**config.mk**
```make
export PLATFORM = sky130hd
export DESIGN_NAME = utf8_printable_validator
export DESIGN_NICKNAME = d
export VERILOG_FILES = /design/src/hdl/u8pv_pkg.sv /design/src/hdl/u8pv_byte_check.sv /design/src/hdl/utf8_printable_validator.sv
export VERILOG_INCLUDE_DIRS = /design/src /design/src/hdl
export SDC_FILE = /design/constraint.sdc
export NUM_CORES = 1
export LEC_CHECK = 0
export ABC_AREA = 1
export BUFFER_PORTS_ARGS = -buffer_cell sky130_fd_sc_hd__buf_4
export CORE_MARGIN = 2
export CORE_UTILIZATION = 40
export DETAILED_ROUTE_END_ITERATION = 7
export GPL_TIMING_DRIVEN = 0
export SKIP_CTS_REPAIR_TIMING = 1
export SLEW_MARGIN = 20
export SYNTH_ARGS = -nofsm -noshare
export SYNTH_HDL_FRONTEND = slang
export SYNTH_SLANG_ARGS = --single-unit
```
**constraint.sdc**
```tcl
create_clock -name i_clk -period 2.23 [get_ports i_clk]
set_clock_uncertainty 0.05 [all_clocks]
set_input_delay 0.446 -clock i_clk [delete_from_list [all_inputs] [get_ports i_clk]]
set_output_delay 0.446 -clock i_clk [all_outputs]
set_load 0.05 [all_outputs]
```
**src/hdl/assert_macros.svh**
```systemverilog
// Assertion macros for the RTL of the UTF-8 printable-text validator.
// Depends on nothing; the including module supplies i_clk and i_rst_n.
`ifndef ASSERT_MACROS_SVH
`define ASSERT_MACROS_SVH

// Clocked property check, switched off while reset is held.
`define ASSERT_CLK(label, prop, msg) \
    label: assert property (@(posedge i_clk) disable iff (!i_rst_n) (prop)) else $error(msg);

// Clocked implication check, switched off while reset is held.
`define ASSERT_IMPLY(label, cond, prop, msg) \
    `ASSERT_CLK(label, (cond) |-> (prop), msg)

`endif

```
**src/hdl/u8pv_pkg.sv**
```systemverilog
// Types and byte constants for the UTF-8 printable-text validator.
// Depends on nothing; used by u8pv_byte_check and utf8_printable_validator.
package u8pv_pkg;

    // Kind of the first fault found in a text.
    typedef enum logic [2:0] {
        FAULT_NONE  = 3'd0,
        FAULT_LEAD  = 3'd1,
        FAULT_CONT  = 3'd2,
        FAULT_TRUNC = 3'd3,
        FAULT_CTRL  = 3'd4
    } t_fault;

    // Per-text tracking state.
    typedef struct packed {
        logic [1:0] pending;
        logic [7:0] low_bound;
        logic [7:0] high_bound;
        t_fault     fault;
    } t_text_state;

    // Ordinary continuation range.
    localparam logic [7:0] C_CONT_LO     = 8'h80;
    localparam logic [7:0] C_CONT_HI     = 8'hbf;
    // Lead byte classes.
    localparam logic [7:0] C_LEAD2_LO    = 8'hc2;
    localparam logic [7:0] C_LEAD2_HI    = 8'hdf;
    localparam logic [7:0] C_LEAD3_LO    = 8'he0;
    localparam logic [7:0] C_LEAD3_HI    = 8'hef;
    localparam logic [7:0] C_LEAD4_LO    = 8'hf0;
    localparam logic [7:0] C_LEAD4_HI    = 8'hf4;
    // Leads that narrow the first continuation.
    localparam logic [7:0] C_LEAD_E0     = 8'he0;
    localparam logic [7:0] C_LEAD_ED     = 8'hed;
    localparam logic [7:0] C_LEAD_F0     = 8'hf0;
    localparam logic [7:0] C_LEAD_F4     = 8'hf4;
    localparam logic [7:0] C_E0_LO       = 8'ha0;
    localparam logic [7:0] C_ED_HI       = 8'h9f;
    localparam logic [7:0] C_F0_LO       = 8'h90;
    localparam logic [7:0] C_F4_HI       = 8'h8f;
    // Control characters.
    localparam logic [7:0] C_ASCII_HI    = 8'h7f;
    localparam logic [7:0] C_SPACE       = 8'h20;
    localparam logic [7:0] C_DEL         = 8'h7f;

    localparam t_text_state C_STATE_RESET = '{
        pending:    2'd0,
        low_bound:  C_CONT_LO,
        high_bound: C_CONT_HI,
        fault:      FAULT_NONE
    };

endpackage

```
**src/hdl/u8pv_byte_check.sv**
```systemverilog
// Combinational check of one text byte against the per-text tracking state.
// Depends on u8pv_pkg for the state type, fault codes and byte constants.
module u8pv_byte_check
    import u8pv_pkg::*;
(
    input  t_text_state i_state,
    input  logic [7:0]  i_byte,
    input  logic        i_final,
    input  logic        i_reject_controls,
    output t_text_state o_next_state,
    output t_fault      o_fault
);

    t_text_state w_upd;

    // Classify the byte and update the expected sequence.
    always_comb begin
        w_upd = i_state;
        if (i_state.fault != FAULT_NONE) begin
            w_upd = i_state;
        end else if (i_state.pending != 2'd0) begin
            if (i_byte < i_state.low_bound || i_byte > i_state.high_bound) begin
                w_upd.fault = FAULT_CONT;
            end else begin
                w_upd.pending    = i_state.pending - 2'd1;
                w_upd.low_bound  = C_CONT_LO;
                w_upd.high_bound = C_CONT_HI;
            end
        end else if (i_byte <= C_ASCII_HI) begin
            if (i_reject_controls && (i_byte < C_SPACE || i_byte == C_DEL)) begin
                w_upd.fault = FAULT_CTRL;
            end
        end else if (i_byte inside {[C_LEAD2_LO:C_LEAD2_HI]}) begin
            w_upd.pending    = 2'd1;
            w_upd.low_bound  = C_CONT_LO;
            w_upd.high_bound = C_CONT_HI;
        end else if (i_byte inside {[C_LEAD3_LO:C_LEAD3_HI]}) begin
            w_upd.pending    = 2'd2;
            w_upd.low_bound  = (i_byte == C_LEAD_E0) ? C_E0_LO : C_CONT_LO;
            w_upd.high_bound = (i_byte == C_LEAD_ED) ? C_ED_HI : C_CONT_HI;
        end else if (i_byte inside {[C_LEAD4_LO:C_LEAD4_HI]}) begin
            w_upd.pending    = 2'd3;
            w_upd.low_bound  = (i_byte == C_LEAD_F0) ? C_F0_LO : C_CONT_LO;
            w_upd.high_bound = (i_byte == C_LEAD_F4) ? C_F4_HI : C_CONT_HI;
        end else begin
            w_upd.fault = FAULT_LEAD;
        end
    end

    // On the final byte, settle the verdict and start a fresh text.
    always_comb begin
        o_fault      = w_upd.fault;
        o_next_state = w_upd;
        if (i_final) begin
            if (w_upd.fault == FAULT_NONE && w_upd.pending != 2'd0) begin
                o_fault = FAULT_TRUNC;
            end
            o_next_state = C_STATE_RESET;
        end
    end

endmodule

```
**src/hdl/utf8_printable_validator.sv**
```systemverilog
// Top level of the streaming strict UTF-8 validator with printable-text check.
// Depends on u8pv_pkg, u8pv_byte_check and assert_macros.svh.
//
// Usage:
//   The input channel (i_valid, o_stall, i_text_byte, i_final_byte) carries
//   one byte of text per transfer; i_final_byte marks the last byte. The
//   output channel (o_valid, i_stall, o_text_valid, o_fault_kind) carries one
//   verdict per text, produced by the transfer of its final byte.
//   A byte is registered at its transfer and checked from the input register;
//   when a final byte advances, its verdict is registered and o_valid rises.
//   One byte can be taken every cycle while o_stall is low; the only feedback
//   loop is the small per-text state update in u8pv_byte_check. While the
//   receiver stalls, the verdict holds and non-final bytes keep flowing; a
//   final byte waits in the input register and o_stall is raised until the
//   held verdict has been taken. i_cfg_wr_en with i_cfg_wr_data sets the
//   control-byte rejection mode; the user writes it only between texts, and
//   the block does not enforce this. Synchronous active-low reset empties
//   both registers, clears the text state and turns control-byte rejection on.
module utf8_printable_validator
    import u8pv_pkg::*;
(
    input  logic       i_clk,
    input  logic       i_rst_n,
    input  logic       i_cfg_wr_en,
    input  logic       i_cfg_wr_data,
    input  logic       i_valid,
    output logic       o_stall,
    input  logic [7:0] i_text_byte,
    input  logic       i_final_byte,
    output logic       o_valid,
    input  logic       i_stall,
    output logic       o_text_valid,
    output logic [2:0] o_fault_kind
);

    logic        r_reject_controls;
    logic        r_in_valid;
    logic [7:0]  r_in_byte;
    logic        r_in_final;
    t_text_state r_state;
    t_text_state n_state;
    t_fault      w_fault;
    logic        r_out_valid;
    logic        r_out_text_valid;
    t_fault      r_out_fault;
    logic        w_advance;
    logic        w_out_take;
    logic        w_in_take;

    // Handshake control: a final byte advances only into a result register that is empty or being taken.
    assign w_out_take = r_out_valid && !i_stall;
    assign w_advance  = r_in_valid && (!r_in_final || !r_out_valid || !i_stall);
    assign o_stall    = r_in_valid && !w_advance;
    assign w_in_take  = i_valid && !o_stall;

    // Configuration register.
    always_ff @(posedge i_clk) begin
        if (!i_rst_n) begin
            r_reject_controls <= 1'b1;
        end else if (i_cfg_wr_en) begin
            r_reject_controls <= i_cfg_wr_data;
        end
    end

    // Input register.
    always_ff @(posedge i_clk) begin
        if (!i_rst_n) begin
            r_in_valid <= 1'b0;
        end else if (w_in_take) begin
            r_in_valid <= 1'b1;
        end else if (w_advance) begin
            r_in_valid <= 1'b0;
        end
    end

    always_ff @(posedge i_clk) begin
        if (w_in_take) begin
            r_in_byte  <= i_text_byte;
            r_in_final <= i_final_byte;
        end
    end

    u8pv_byte_check u_check (
        .i_state           (r_state),
        .i_byte            (r_in_byte),
        .i_final           (r_in_final),
        .i_reject_controls (r_reject_controls),
        .o_next_state      (n_state),
        .o_fault           (w_fault)
    );

    // Per-text tracking state.
    always_ff @(posedge i_clk) begin
        if (!i_rst_n) begin
            r_state <= C_STATE_RESET;
        end else if (w_advance) begin
            r_state <= n_state;
        end
    end

    // Result register.
    always_ff @(posedge i_clk) begin
        if (!i_rst_n) begin
            r_out_valid <= 1'b0;
        end else if (w_advance && r_in_final) begin
            r_out_valid <= 1'b1;
        end else if (w_out_take) begin
            r_out_valid <= 1'b0;
        end
    end

    always_ff @(posedge i_clk) begin
        if (w_advance && r_in_final) begin
            r_out_text_valid <= (w_fault == FAULT_NONE);
            r_out_fault      <= w_fault;
        end
    end

    assign o_valid      = r_out_valid;
    assign o_text_valid = r_out_text_valid;
    assign o_fault_kind = r_out_fault;

`include "assert_macros.svh"

    // The verdict flag agrees with the fault code.
    `ASSERT_IMPLY(a_verdict_matches, r_out_valid, r_out_text_valid == (r_out_fault == FAULT_NONE), "verdict and fault kind disagree")
    // With nothing pending, the bounds are the ordinary continuation range.
    `ASSERT_IMPLY(a_idle_bounds, r_state.pending == 2'd0, r_state.low_bound == C_CONT_LO && r_state.high_bound == C_CONT_HI, "bounds not reset with no pending bytes")
    // A final byte meeting a stalled, full result register must hold off input.
    `ASSERT_IMPLY(a_final_blocks, r_in_valid && r_in_final && r_out_valid && i_stall, o_stall, "final byte overran a held verdict")
    // A held verdict is not lost while the receiver stalls.
    `ASSERT_IMPLY(a_verdict_held, r_out_valid && i_stall, ##1 r_out_valid, "held verdict dropped")

endmodule
```
# After elaboration in Yosys (flattened, before gate mapping)
# Index checks and enable logic that the tools add are counted.
dict set report totals {
  input_bits 15
  regBits 37
  wordCells 82
}
dict set report op_classes {
  magnitude_cmp 10
  n_mux 24
  n_eq_ne 8
  n_reduce_logical 28
  add_sub_neg 1
}
# op count
set ops {}
lappend ops {{18-bit 2-to-1 mux} 5}
lappend ops {{21-bit 2-to-1 mux} 3}
lappend ops {{8-bit == test, second input constant} 4}
lappend ops {{8-bit >= comparator, second input constant} 3}
lappend ops {{8-bit <= comparator, second input constant} 3}
lappend ops {{3-bit 2-to-1 mux} 8}
lappend ops {{6-bit 2-to-1 mux} 3}
lappend ops {{1-bit logical AND} 10}
lappend ops {{8-bit by 7-bit == test with 1-bit output, second input constant} 1}
lappend ops {{8-bit greater-than comparator} 1}
lappend ops {{8-bit by 7-bit <= comparator with 1-bit output, second input constant} 1}
lappend ops {{8-bit by 6-bit < comparator with 1-bit output, second input constant} 1}
lappend ops {{8-bit < comparator} 1}
lappend ops {{2-bit nonzero test} 4}
lappend ops {{3-bit zero test} 2}
lappend ops {{1-bit zero test} 5}
lappend ops {{5-bit 2-to-1 mux} 1}
lappend ops {{5-bit AND reduction} 1}
lappend ops {{5-bit nonzero test} 1}
lappend ops {{1-bit logical OR} 4}
lappend ops {{1-bit 2-to-1 mux} 4}
lappend ops {{3-bit by 2-bit inequality test with 1-bit output, second input constant} 1}
lappend ops {{3-bit inequality test, second input constant} 1}
lappend ops {{3-bit nonzero test} 1}
lappend ops {{other kinds (2)} 2}

# Logic depth before layout (Yosys ltp)
# Gate-level depths: netlist of the first run.
dict set report logic_depth {
  depth_word 13
  ltp_mapped 18
}

# Hierarchy
# From an unflattened synthesis of the first run, not the netlist that was laid out.
dict set report unflattened {
  hier_cells 342
  hier_area_um2 2436.1
}
# mod seq_area_each_um2 cells_per_inst area_each_um2 n_inst
set modules_own_cells {}
lappend modules_own_cells {utf8_printable_validator 870.8 153 1415.1 1}
lappend modules_own_cells {u8pv_byte_check 0.0 189 1021.0 1}

# Least setup slack after synthesis of the first run
# Ideal clock, no wire load.
dict set report synth_timing {
  kind {register to register}
  startpoint {reg r_in_byte[7]}
  endpoint {reg r_out_fault[0] (netlist: o_fault_kind[0]) (data pin)}
  setup_time_ns 0.253
  path_buffers 0
  path_stages_with_launch 12
  required_ns 1.927
  arrival_time_ns 1.695
  path_slack_ns 0.231
  cell_sequence {edfxtp_1 -> ha_1 -> a21o_1 -> o21bai_2 -> nand2_4 -> nand2_4 -> o21bai_4 -> inv_2 -> nand2_1 -> nor2_1 -> nand2_1 -> nand2_1}
}
dict set report synth_between {
  elab_chain_cells 12
  elab_cells_between_ends 35
  classes_between {order compare: 10; eq/ne: 1; mux: 15; reduce/logical: 9}
}
# element line_no
set synth_lines {}
lappend synth_lines {{start, declared} utf8_printable_validator.sv:38} ;# logic [7:0] r_in_byte;
lappend synth_lines {{start signal, assigned} utf8_printable_validator.sv:78} ;# r_in_byte <= i_text_byte;
lappend synth_lines {{8-bit >= comparator or 8-bit <= comparator (tied branches)} u8pv_byte_check.sv:41} ;# end else if (i_byte inside {[C_LEAD4_LO:C_LEAD4_HI]}) begin
lappend synth_lines {{1-bit logical AND} u8pv_byte_check.sv:41}
lappend synth_lines {{3-bit 2-to-1 mux or 18-bit 2-to-1 mux (tied branches)} u8pv_byte_check.sv:41}
lappend synth_lines {{3-bit 2-to-1 mux or 18-bit 2-to-1 mux (tied branches)} u8pv_byte_check.sv:37} ;# end else if (i_byte inside {[C_LEAD3_LO:C_LEAD3_HI]}) begin
lappend synth_lines {{3-bit 2-to-1 mux or 18-bit 2-to-1 mux (tied branches)} u8pv_byte_check.sv:33} ;# end else if (i_byte inside {[C_LEAD2_LO:C_LEAD2_HI]}) begin
lappend synth_lines {{3-bit 2-to-1 mux or 18-bit 2-to-1 mux (tied branches)} u8pv_byte_check.sv:29} ;# end else if (i_byte <= C_ASCII_HI) begin
lappend synth_lines {{21-bit 2-to-1 mux *} u8pv_byte_check.sv:21} ;# end else if (i_state.pending != 2'd0) begin
lappend synth_lines {{21-bit 2-to-1 mux *} u8pv_byte_check.sv:19} ;# if (i_state.fault != FAULT_NONE) begin
lappend synth_lines {{3-bit zero test or 2-bit nonzero test (tied branches)} u8pv_byte_check.sv:55} ;# if (w_upd.fault == FAULT_NONE && w_upd.pending != 2'd0) begin
lappend synth_lines {{1-bit logical AND} u8pv_byte_check.sv:55}
lappend synth_lines {{3-bit 2-to-1 mux} u8pv_byte_check.sv:55}
lappend synth_lines {{3-bit 2-to-1 mux *} u8pv_byte_check.sv:54} ;# if (i_final) begin
lappend synth_lines {{net u_check.o_fault[0]} u8pv_byte_check.sv:11} ;# output t_fault o_fault
lappend synth_lines {{end signal, assigned} utf8_printable_validator.sv:115} ;# r_out_fault <= w_fault;
lappend synth_lines {{end, declared} utf8_printable_validator.sv:45} ;# t_fault r_out_fault;
# The timed path passes the listed nets; every way through them passes the cells marked *. The select of a mux whose other input is x is not followed.
# A chain may end at the register's enable or synchronous reset.

# Worst setup path in the final report of the first run
dict set report layout_timing {
  startpoint {reg r_in_byte[7]}
  endpoint {reg r_out_fault[1] (netlist: o_fault_kind[1]) (data pin)}
}
# Same word-level chain as after synthesis.

==> flow_metrics.tcl, run 1 <==
set metrics [dict create \
    synth_xor_xnor_area_share_pct 0 \
    period_share_pct 94.1 \
    finalHoldViolations 0 \
    p_per_area_nw_per_um2 551 \
    die_h_um 66.7 \
    cts-buffers-inserted 3 \
    avgSynthCellArea_um2 8.37 \
    reg2reg_slack_ns 0.13 \
    tns_ns 0 \
    postSynthNetCount 213 \
    cp_max_fo 4 \
    grt_pass1_wl_um 5450 \
    setup_viol 0 \
    grt_antenna_before_repair 0 \
    synth.area.mux_share_pct 0 \
    drt_iter0_drc 69 \
    synth_top_family_by_area "simple AND/OR/NAND/NOR gates" \
    slowest_stage "edfxtp_1" \
    grt_pass1_vias 1243 \
    power.total_w 0.00112 \
    area_growth_syn_to_layout_pct 28.7 \
    finalCriticalPeriod_ns 2.10 \
    ys_ff_latch 26 \
    worst_slack_ns 0.131 \
    die_w_um 66.7 \
    h-tree-depth 1 \
    r2r_end "o_fault_kind[1]$_DFFE_PP_" \
    syn_area_um2 1570 \
    synth_ff_type "edfxtp_1" \
    nNetsFinal 250 \
    cpPeakStageDelay_ns 0.48 \
    r2r_start "r_in_byte[7]$_DFFE_PP_" \
    ys_async_sr_fraction_pct 0 \
    crit_family "simple AND/OR/NAND/NOR gates" \
    min_from "i_text_byte[5]" \
    worstHoldEndpoint "r_in_byte[5]$_DFFE_PP_" \
    gp_congestion 0.838 \
    grt_max_degree 16 \
    required_ns 2.23 \
    ir_drop_mv 0.410 \
    maxClockFrequency_ghz 0.477 \
    cp.arrival_ns 2.09 \
    drt_wl_total_um 3470 \
    die_area_um2 4450 \
    place_hpwl_um 2630 \
    row_count 22 \
    synth-adder-area-share_pct 7.95 \
    drc 0 \
    start_util_pct 42.4 \
    maxSlewViolCount 0 \
    synth-edff-count 13 \
    synth_warnings 0 \
    path_class "reg2reg" \
    synth-simple-area-share_pct 31.4 \
    maxCapViolCount 0 \
    firstDrtPassIters 4 \
    relSlewSlack_pct 48.5 \
    power_leakage_nw 0.945 \
    status "completed" \
    synth.distinct_cells 32 \
    whs_path_depth 1 \
    start_kind "flop" \
    io_buffers 20 \
    core-area_um2 3720 \
    cts_root_buffer "clkbuf_8" \
    num_vias 1348 \
    viasPerCell 4.96 \
    critPathCaptureType "flop" \
    cts.sinks 26 \
    wl_met3_um 139 \
    tightest_slew_ns 0.769 \
    critPathBufInv 0 \
    top_layer_used "met4" \
    n_antenna_cell 0 \
    drive_gt1_share_pct 33.9 \
    wl_per_cell_um 12.8 \
    ant_nets 0 \
    grt_usage_pct 16.5 \
    io_pins 21 \
    path_cells "ha_4 -> a21o_1 -> nor2_2 -> nand2_2 -> nand2_4 -> nand2_4 -> nand2_2 -> nand3_2 -> a21oi_2 -> nand2_1 -> nand2_1 -> nand2_1" \
    met1_length_um 1560 \
    dpl_worst_slack_ns 0.0211 \
    crit_top_cell "nand2_1" \
    reg2reg_depth 12 \
    grt.overflow.total 0 \
    synth_compound_area_share_pct 11.7 \
    clock_latency_ns 0.28 \
    met2WireLength_um 1680 \
    cts_tree "done" \
    yosysSeqAreaShare_pct 41.3 \
    worstHoldPathType "in2reg" \
    clockBufferDepth 2 \
    synthCells 188 \
    clkTransAtPathRegs_ns 0.09 \
]
synth_stat cells, types with 4 or more instances:
| cell | number | share of area (%) |
|---|---|---|
| a21oi_1 | 11 | 3.5 |
| nand2_2 | 8 | 3.2 |
| nand2_1 | 38 | 9.1 |
| edfxtp_1 | 13 | 25 |
| nand4_1 | 5 | 2.0 |
| nand2_4 | 4 | 2.9 |
| ha_1 | 10 | 7.9 |
| inv_2 | 5 | 1.2 |
| o21ai_1 | 4 | 1.3 |
| dfxtp_1 | 13 | 17 |
| inv_1 | 27 | 6.4 |
| nand3_1 | 11 | 3.5 |
| nor2_1 | 12 | 2.9 |
stage by stage:
stage	area (um2)	utilization, %	hold slack, ns	instances
5_1_grt	2030	54.5	0.274	272
3_5_place_dp	1780	48.0	0.416	256
6_report	2030	54.5	0.285	272
3_3_place_gp	1780	48.0	0.406	256
4_1_cts	1850	49.8	0.285	260
2_1_floorplan	1570	-	0.390	188
layout by cell type, fill, tap and decap left out, drive strengths merged:
cell      n
dfxtp    13
nand3    13
a31o      1
ha       10
nor3      3
edfxtp   13
nand2    50
inv      32
nor2     16
buf      32
o21bai    2
clkbuf    4
a21oi    13
o21a      1
nor3b     1
nand3b    1
o2111ai   1
a21o      1
nand4     7
a211oi    1
o21ai     7
nor4      1
a31oi     1
report_power, final:
| group | leakage (nW) | total, W | internal (W) | switching [W] |
|---|---|---|---|---|
| Sequential | 0.230 | 0.000544 | 0.000527 | 0.0000164 |
| Clock | 0.0339 | 0.000353 | 0.000196 | 0.000157 |
| Combinational | 0.681 | 0.000219 | 0.0000914 | 0.000127 |
cell type report:
cell class | count | area (um2)
fillers | 355 | 1690
multi-input cells | 130 | 885
flip-flops and latches | 26 | 652
repair buffers | 32 | 240
inverters | 32 | 123
clock buffers | 4 | 66.3
well taps | 48 | 60.1
cell families (layout without fill, tap and decap cells):
logic type / after synthesis / in the layout
simple gates: 92 / 92
buf+inv: 32 / 68
compound gates: 28 / 28
flops: 26 / 26
fa+ha+maj: 10 / 10
sequential cells by signal (all words and copies together) (netlist names):
signal / flops
r_in_final: 1
r_in_byte: 8
o_fault_kind: 3
r_reject_controls: 1
r_in_valid: 1
o_text_valid: 1
o_valid: 1
r_state: 10
how the worst max path moves through the flow:
stage,to,from,depth (start not counted),slack [ns]
6_report,o_fault_kind[1]$_DFFE_PP_,r_in_byte[7]$_DFFE_PP_,12,0.13
5_1_grt,o_fault_kind[0]$_DFFE_PP_,r_in_byte[7]$_DFFE_PP_,12,-0.04
4_1_cts,o_fault_kind[1]$_DFFE_PP_,r_in_byte[7]$_DFFE_PP_,12,0.002
3_5_place_dp,o_fault_kind[1]$_DFFE_PP_,r_in_byte[7]$_DFFE_PP_,12,0.02
3_3_place_gp,o_fault_kind[1]$_DFFE_PP_,r_in_byte[7]$_DFFE_PP_,12,0.06
2_1_floorplan,o_fault_kind[0]$_DFFE_PP_,r_in_byte[7]$_DFFE_PP_,11,0.23
metal layers:
layer	vias up	GRT usage (%)
li1	702	-
met1	607	22.4
met2	32	25.8
met3	7	2.03
met4	0	7.91
met5	-	0
Power figures use the tool's default switching activity.
==> run 2, diff against run 1 <==
Settings changed: BUFFER_PORTS_ARGS -buffer_cell sky130_fd_sc_hd__buf_4 to -buffer_cell sky130_fd_sc_hd__clkbuf_2, CELL_PAD_IN_SITES_DETAIL_PLACEMENT set to 0, CELL_PAD_IN_SITES_GLOBAL_PLACEMENT set to 1, CORE_UTILIZATION 40 to 30, PLACE_DENSITY_LB_ADDON set to 0.1.
==> run 2 against run 1 <==
First-iteration DRC count fell by 43%. Sequential cell count did not move. Critical path depth did not move. Sequential power barely moved. Largest cell class unchanged. Worst hold slack improved by 0.0096 ns. Design area fell by 4.5%. Sequential share of layout area rose by 1.5 points. Cell count rose by 6.3%. Clock power fell by 13%.
==> flow_metrics.tcl, run 2 (synthesized netlist as in run 1, its figures left out) <==
set metrics [dict create \
    setup_viol 0 \
    ir_drop_mv 0.280 \
    area_growth_syn_to_layout_pct 22.9 \
    drive_gt1_share_pct 31.5 \
    die_h_um 76.4 \
    core-area_um2 5070 \
    worstHoldPathType "in2reg" \
    clockBufferDepth 2 \
    final_util_pct 38.1 \
    maxClockFrequency_ghz 0.474 \
    row_count 26 \
    cp_max_fo 3 \
    reg2reg_slack_ns 0.12 \
    drt_wl_total_um 3510 \
    start_util_pct 31.0 \
    num_vias 1303 \
    path_cells "ha_4 -> a21o_1 -> nor2_2 -> nand2_1 -> nand2_2 -> nand2_4 -> nand2_2 -> nand3_2 -> a21oi_2 -> nand2_2 -> nand2_1 -> nand2_1" \
    slowest_stage "edfxtp_1" \
    grt_usage_pct 12.5 \
    start_kind "flop" \
    crit_family "simple AND/OR/NAND/NOR gates" \
    relSlewSlack_pct 47.8 \
    cts_tree "done" \
    mostFrequentLayoutCells "37 x nand2_1, 26 x inv_1, 20 x clkbuf_2" \
    maxSlewViolCount 0 \
    cp.arrival_ns 2.09 \
    die_w_um 76.4 \
    die_area_um2 5840 \
    grt_pass1_vias 1279 \
    finalCriticalPeriod_ns 2.11 \
    io_buffers 20 \
    cts-buffers-inserted 3 \
    drt_iter0_drc 39 \
    drc 0 \
    dpl_worst_slack_ns -0.000675 \
    grt_antenna_before_repair 0 \
    viasPerCell 4.51 \
    place_hpwl_um 2780 \
    final_common_cell "nand2_1" \
    grt.overflow.total 0 \
    cts.sinks 26 \
    firstDrtPassIters 4 \
    cpPeakStageDelay_ns 0.45 \
    clock_latency_ns 0.27 \
    wl_per_cell_um 12.1 \
    n_antenna_cell 0 \
    grt_pass1_wl_um 5890 \
    required_ns 2.21 \
    worst_slack_ns 0.119 \
    p_per_area_nw_per_um2 542 \
    nNetsFinal 245 \
    tightest_slew_ns 0.780 \
    cts_root_buffer "clkbuf_8" \
    ant_nets 0 \
    path_class "reg2reg" \
    critPathCaptureType "flop" \
    period_share_pct 94.7 \
    gp_congestion 0.762 \
    power_leakage_nw 0.900 \
    io_pins 21 \
    status "completed" \
    largest_register_ffs 10 \
    h-tree-depth 1 \
    grt_max_degree 15 \
    finalHoldViolations 0 \
    clkTransAtPathRegs_ns 0.09 \
    critPathBufInv 0 \
    maxCapViolCount 0 \
    regMostFlops "r_state" \
]
## run 2: path summary, 6_finish.rpt
kind	from	endpoint	depth (start not counted)
worst min register to register	r_state[20]$_SDFFE_PN0P_	r_state[20]$_SDFFE_PN0P_	2
worst max-delay path	r_in_byte[7]$_DFFE_PP_	o_fault_kind[1]$_DFFE_PP_	12
worst min-delay path	i_text_byte[4]	r_in_byte[4]$_DFFE_PP_	1
worst max register to register	r_in_byte[7]$_DFFE_PP_	o_fault_kind[1]$_DFFE_PP_	12
## run 2: metal layers
metal | up-vias | global-route usage [%] | part of all wire (%)
met1 | 591 | 17.0 | 50
met4 | 0 | 2.73 | 0.71
met3 | 2 | 2.13 | 2.2
met5 | - | 0 | 0
li1 | 694 | - | -
met2 | 16 | 20.7 | 47
## run 2: layout make-up
cell class              instances  area [um2]
clock buffers                   4        55.1
fillers                       556        3140
inverters                      32         123
multi-input cells             130         865
flip-flops and latches         26         652
well taps                      70        87.6
repair buffers                 27         153
## run 2: stage by stage
stage                     power (W)  hold slack (ns)   TNS [ns]  cell area (um2)  instances
after detailed placement   0.000736            0.410  -0.000675             1760        278
after global placement     0.000735            0.407    -0.0535             1760        278
after global routing        0.00111            0.278    -0.0131             1930        289
after CTS                   0.00104            0.292    -0.0319             1820        282
after floorplan            0.000687            0.390          0             1570        188
final                       0.00105            0.295          0             1930        289
## run 2: worst register-to-register path: cells and delay by family (launching register included)
family	cells	cell delay, ns
and+or+nand+nor	9	0.73
adders and majority gates	1	0.28
DFF	1	0.45
AOI/OAI and AO/OA	2	0.36
## run 2: report_power, final
group | switching (W) | internal, W | total [W]
clock network | 0.000148 | 0.000158 | 0.000306
registers | 0.0000153 | 0.000527 | 0.000543
logic | 0.000124 | 0.0000749 | 0.000199
total | 0.000287 | 0.000760 | 0.00105
==> run 3, diff against run 2 <==
Settings changed: BUFFER_PORTS_ARGS -buffer_cell sky130_fd_sc_hd__clkbuf_2 to not set, DONT_BUFFER_PORTS set to 1.
==> run 3 against run 2 <==
Combinational power decreased by 17%. First-iteration DRC count increased by 5.1%. Sequential power increased by 2%. Largest power group unchanged. Routed wire length decreased by 2.7%. Utilization decreased by 2.3 points. Fmax increased by 3.1%. Clock-buffer cell count unchanged. Total power increased by 2.6%. Die area unchanged. Setup slack improved by 0.063 ns. Global-route usage decreased by 0.28 points. Worst hold slack got worse by 0.089 ns.
==> flow_metrics.tcl, run 3 (synthesized netlist as in run 1, its figures left out) <==
set metrics [dict create \
    io_pins 21 \
    p_int_w 0.000786 \
    p_sw_share_pct 26.9 \
    fillers 570 \
    die_w_um 76.4 \
    critPathCaptureType "flop" \
    clockBufferDepth 2 \
    rsz0062_at_grt "false" \
    num_vias 1240 \
    mostFrequentLayoutCells "37 x nand2_1, 26 x inv_1, 13 x edfxtp_1" \
    power_leakage_nw 0.828 \
    cts_root_buffer "clkbuf_8" \
    grt_pass1_wl_um 5690 \
    nNetsFinal 226 \
    cp.arrival_ns 2.04 \
    cts_tree "done" \
    reg2reg_depth 12 \
    maxClockFrequency_ghz 0.488 \
    whs_path_depth 1 \
    clock_latency_ns 0.28 \
    grt.overflow.total 0 \
    finalHoldViolations 0 \
    tns_ns 0 \
    grt_pass1_vias 1214 \
    worst_slack_ns 0.182 \
    row_count 26 \
    required_ns 2.22 \
    seqCellArea_um2 653 \
    drc 0 \
    core-area_um2 5070 \
    cts-buffers-inserted 3 \
    start_util_pct 31.0 \
    place_hpwl_um 2760 \
    critPathBufInv 0 \
    min_from "i_cfg_wr_en" \
    firstDrtPassIters 4 \
    final_util_pct 35.8 \
    worstHoldEndpoint "r_reject_controls$_SDFFE_PN1P_" \
    grt_max_degree 16 \
    met1_usage_pct 17.1 \
    drt_wl_total_um 3410 \
    worstHoldPathType "in2reg" \
    slowest_stage "edfxtp_1" \
    ir_drop_mv 0.225 \
    maxCapViolCount 0 \
    crit_family "simple AND/OR/NAND/NOR gates" \
    die_h_um 76.4 \
    p_per_area_nw_per_um2 592 \
    dpl_worst_slack_ns -0.0266 \
    n_antenna_cell 0 \
    tightest_slew_ns 0.490 \
    area_growth_syn_to_layout_pct 15.4 \
    cpPeakStageDelay_ns 0.46 \
    seqPwrFrac_pct 51.7 \
    drt_iter0_drc 41 \
    drive_gt1_share_pct 25.0 \
    pwr-share-comb_pct 15.5 \
    maxSlewViolCount 0 \
    grt_antenna_before_repair 0 \
    period_share_pct 91.9 \
    final_common_cell "nand2_1" \
    largest_register_ffs 10 \
    path_class "reg2reg" \
    clkTransAtPathRegs_ns 0.10 \
    p_switching_w 0.000289 \
    regMostFlops "r_state" \
    use_met2_pct 19.7 \
    start_kind "flop" \
    path_cells "ha_4 -> a21o_1 -> nor2_2 -> nand2_1 -> nand2_2 -> nand2_4 -> nand2_2 -> nand3_2 -> a21oi_2 -> nand2_2 -> nand2_1 -> nand2_1" \
    viasPerCell 4.59 \
    multi_input_area_um2 827 \
    pwr-share-clk_pct 32.8 \
    holdWs_ns 0.206 \
    grt-busiest-layer "met2" \
    reg2reg_slack_ns 0.18 \
    grt_usage_pct 12.2 \
    wl_per_cell_um 12.6 \
    gp_congestion 0.764 \
    finalCriticalPeriod_ns 2.05 \
    die_area_um2 5840 \
    h-tree-depth 1 \
    cp_max_fo 3 \
    relSlewSlack_pct 67.3 \
    setup_viol 0 \
    cts.sinks 26 \
    ant_nets 0 \
    r2r_start "r_in_byte[7]$_DFFE_PP_" \
    status "completed" \
    io_buffers 0 \
    r2r_end "o_fault_kind[0]$_DFFE_PP_" \
    grt_use_met3_pct 1.54 \
]
## run 3: cell types whose count changed in the layout (fill, tap and decap cells not counted), moves of 2 or more
cell	change
clkbuf_2	-20
ha_1	+2
ha_4	-3
nor2_2	+2
## run 3: metrics by stage
| stage | cell area, um2 | total power [W] | std cells |
|---|---|---|---|
| floorplan | 1570 | 0.000687 | 188 |
| CTS | 1730 | 0.00107 | 262 |
| finish | 1820 | 0.00107 | 270 |
| global placement | 1660 | 0.000721 | 258 |
| global route | 1820 | 0.00113 | 270 |
| detailed placement | 1660 | 0.000722 | 258 |
## run 3: layer usage
metal	share of wire [%]	wire (um)	vias to the layer above
li1	-	-	656
met1	51	1750	564
met2	46	1560	16
met3	2.1	71	4
met4	0.85	29	0
met5	0	0	-
## run 3: worst max-delay path by stage
stage | startpoint | end | slack [ns] | depth (start not counted)
2_1_floorplan | r_in_byte[7]$_DFFE_PP_ | o_fault_kind[0]$_DFFE_PP_ | 0.23 | 11
6_report | r_in_byte[7]$_DFFE_PP_ | o_fault_kind[0]$_DFFE_PP_ | 0.18 | 12
3_3_place_gp | r_state[6]$_SDFFE_PN1P_ | o_fault_kind[1]$_DFFE_PP_ | -0.02 | 13
3_5_place_dp | r_state[6]$_SDFFE_PN1P_ | o_fault_kind[0]$_DFFE_PP_ | -0.03 | 13
4_1_cts | r_state[6]$_SDFFE_PN1P_ | o_fault_kind[0]$_DFFE_PP_ | -0.04 | 13
5_1_grt | r_in_byte[2]$_DFFE_PP_ | o_fault_kind[0]$_DFFE_PP_ | 0.005 | 15
## run 3: final cells by class
type	count	share of cell area (%)
well taps	70	4.82
repair buffers	8	3.31
multi-input cells	130	45.5
inverters	32	6.75
clock buffers	4	3.65
flip-flops and latches	26	36.0
## run 3: power by group through the flow
stage / clock (W) / sequential [W] / combinational, W
after floorplan: 0 / 0.000565 / 0.000122
after global placement: 0 / 0.000571 / 0.000149
after detailed placement: 0 / 0.000572 / 0.000150
after CTS: 0.000360 / 0.000561 / 0.000150
after global routing: 0.000382 / 0.000559 / 0.000192
final: 0.000353 / 0.000556 / 0.000166
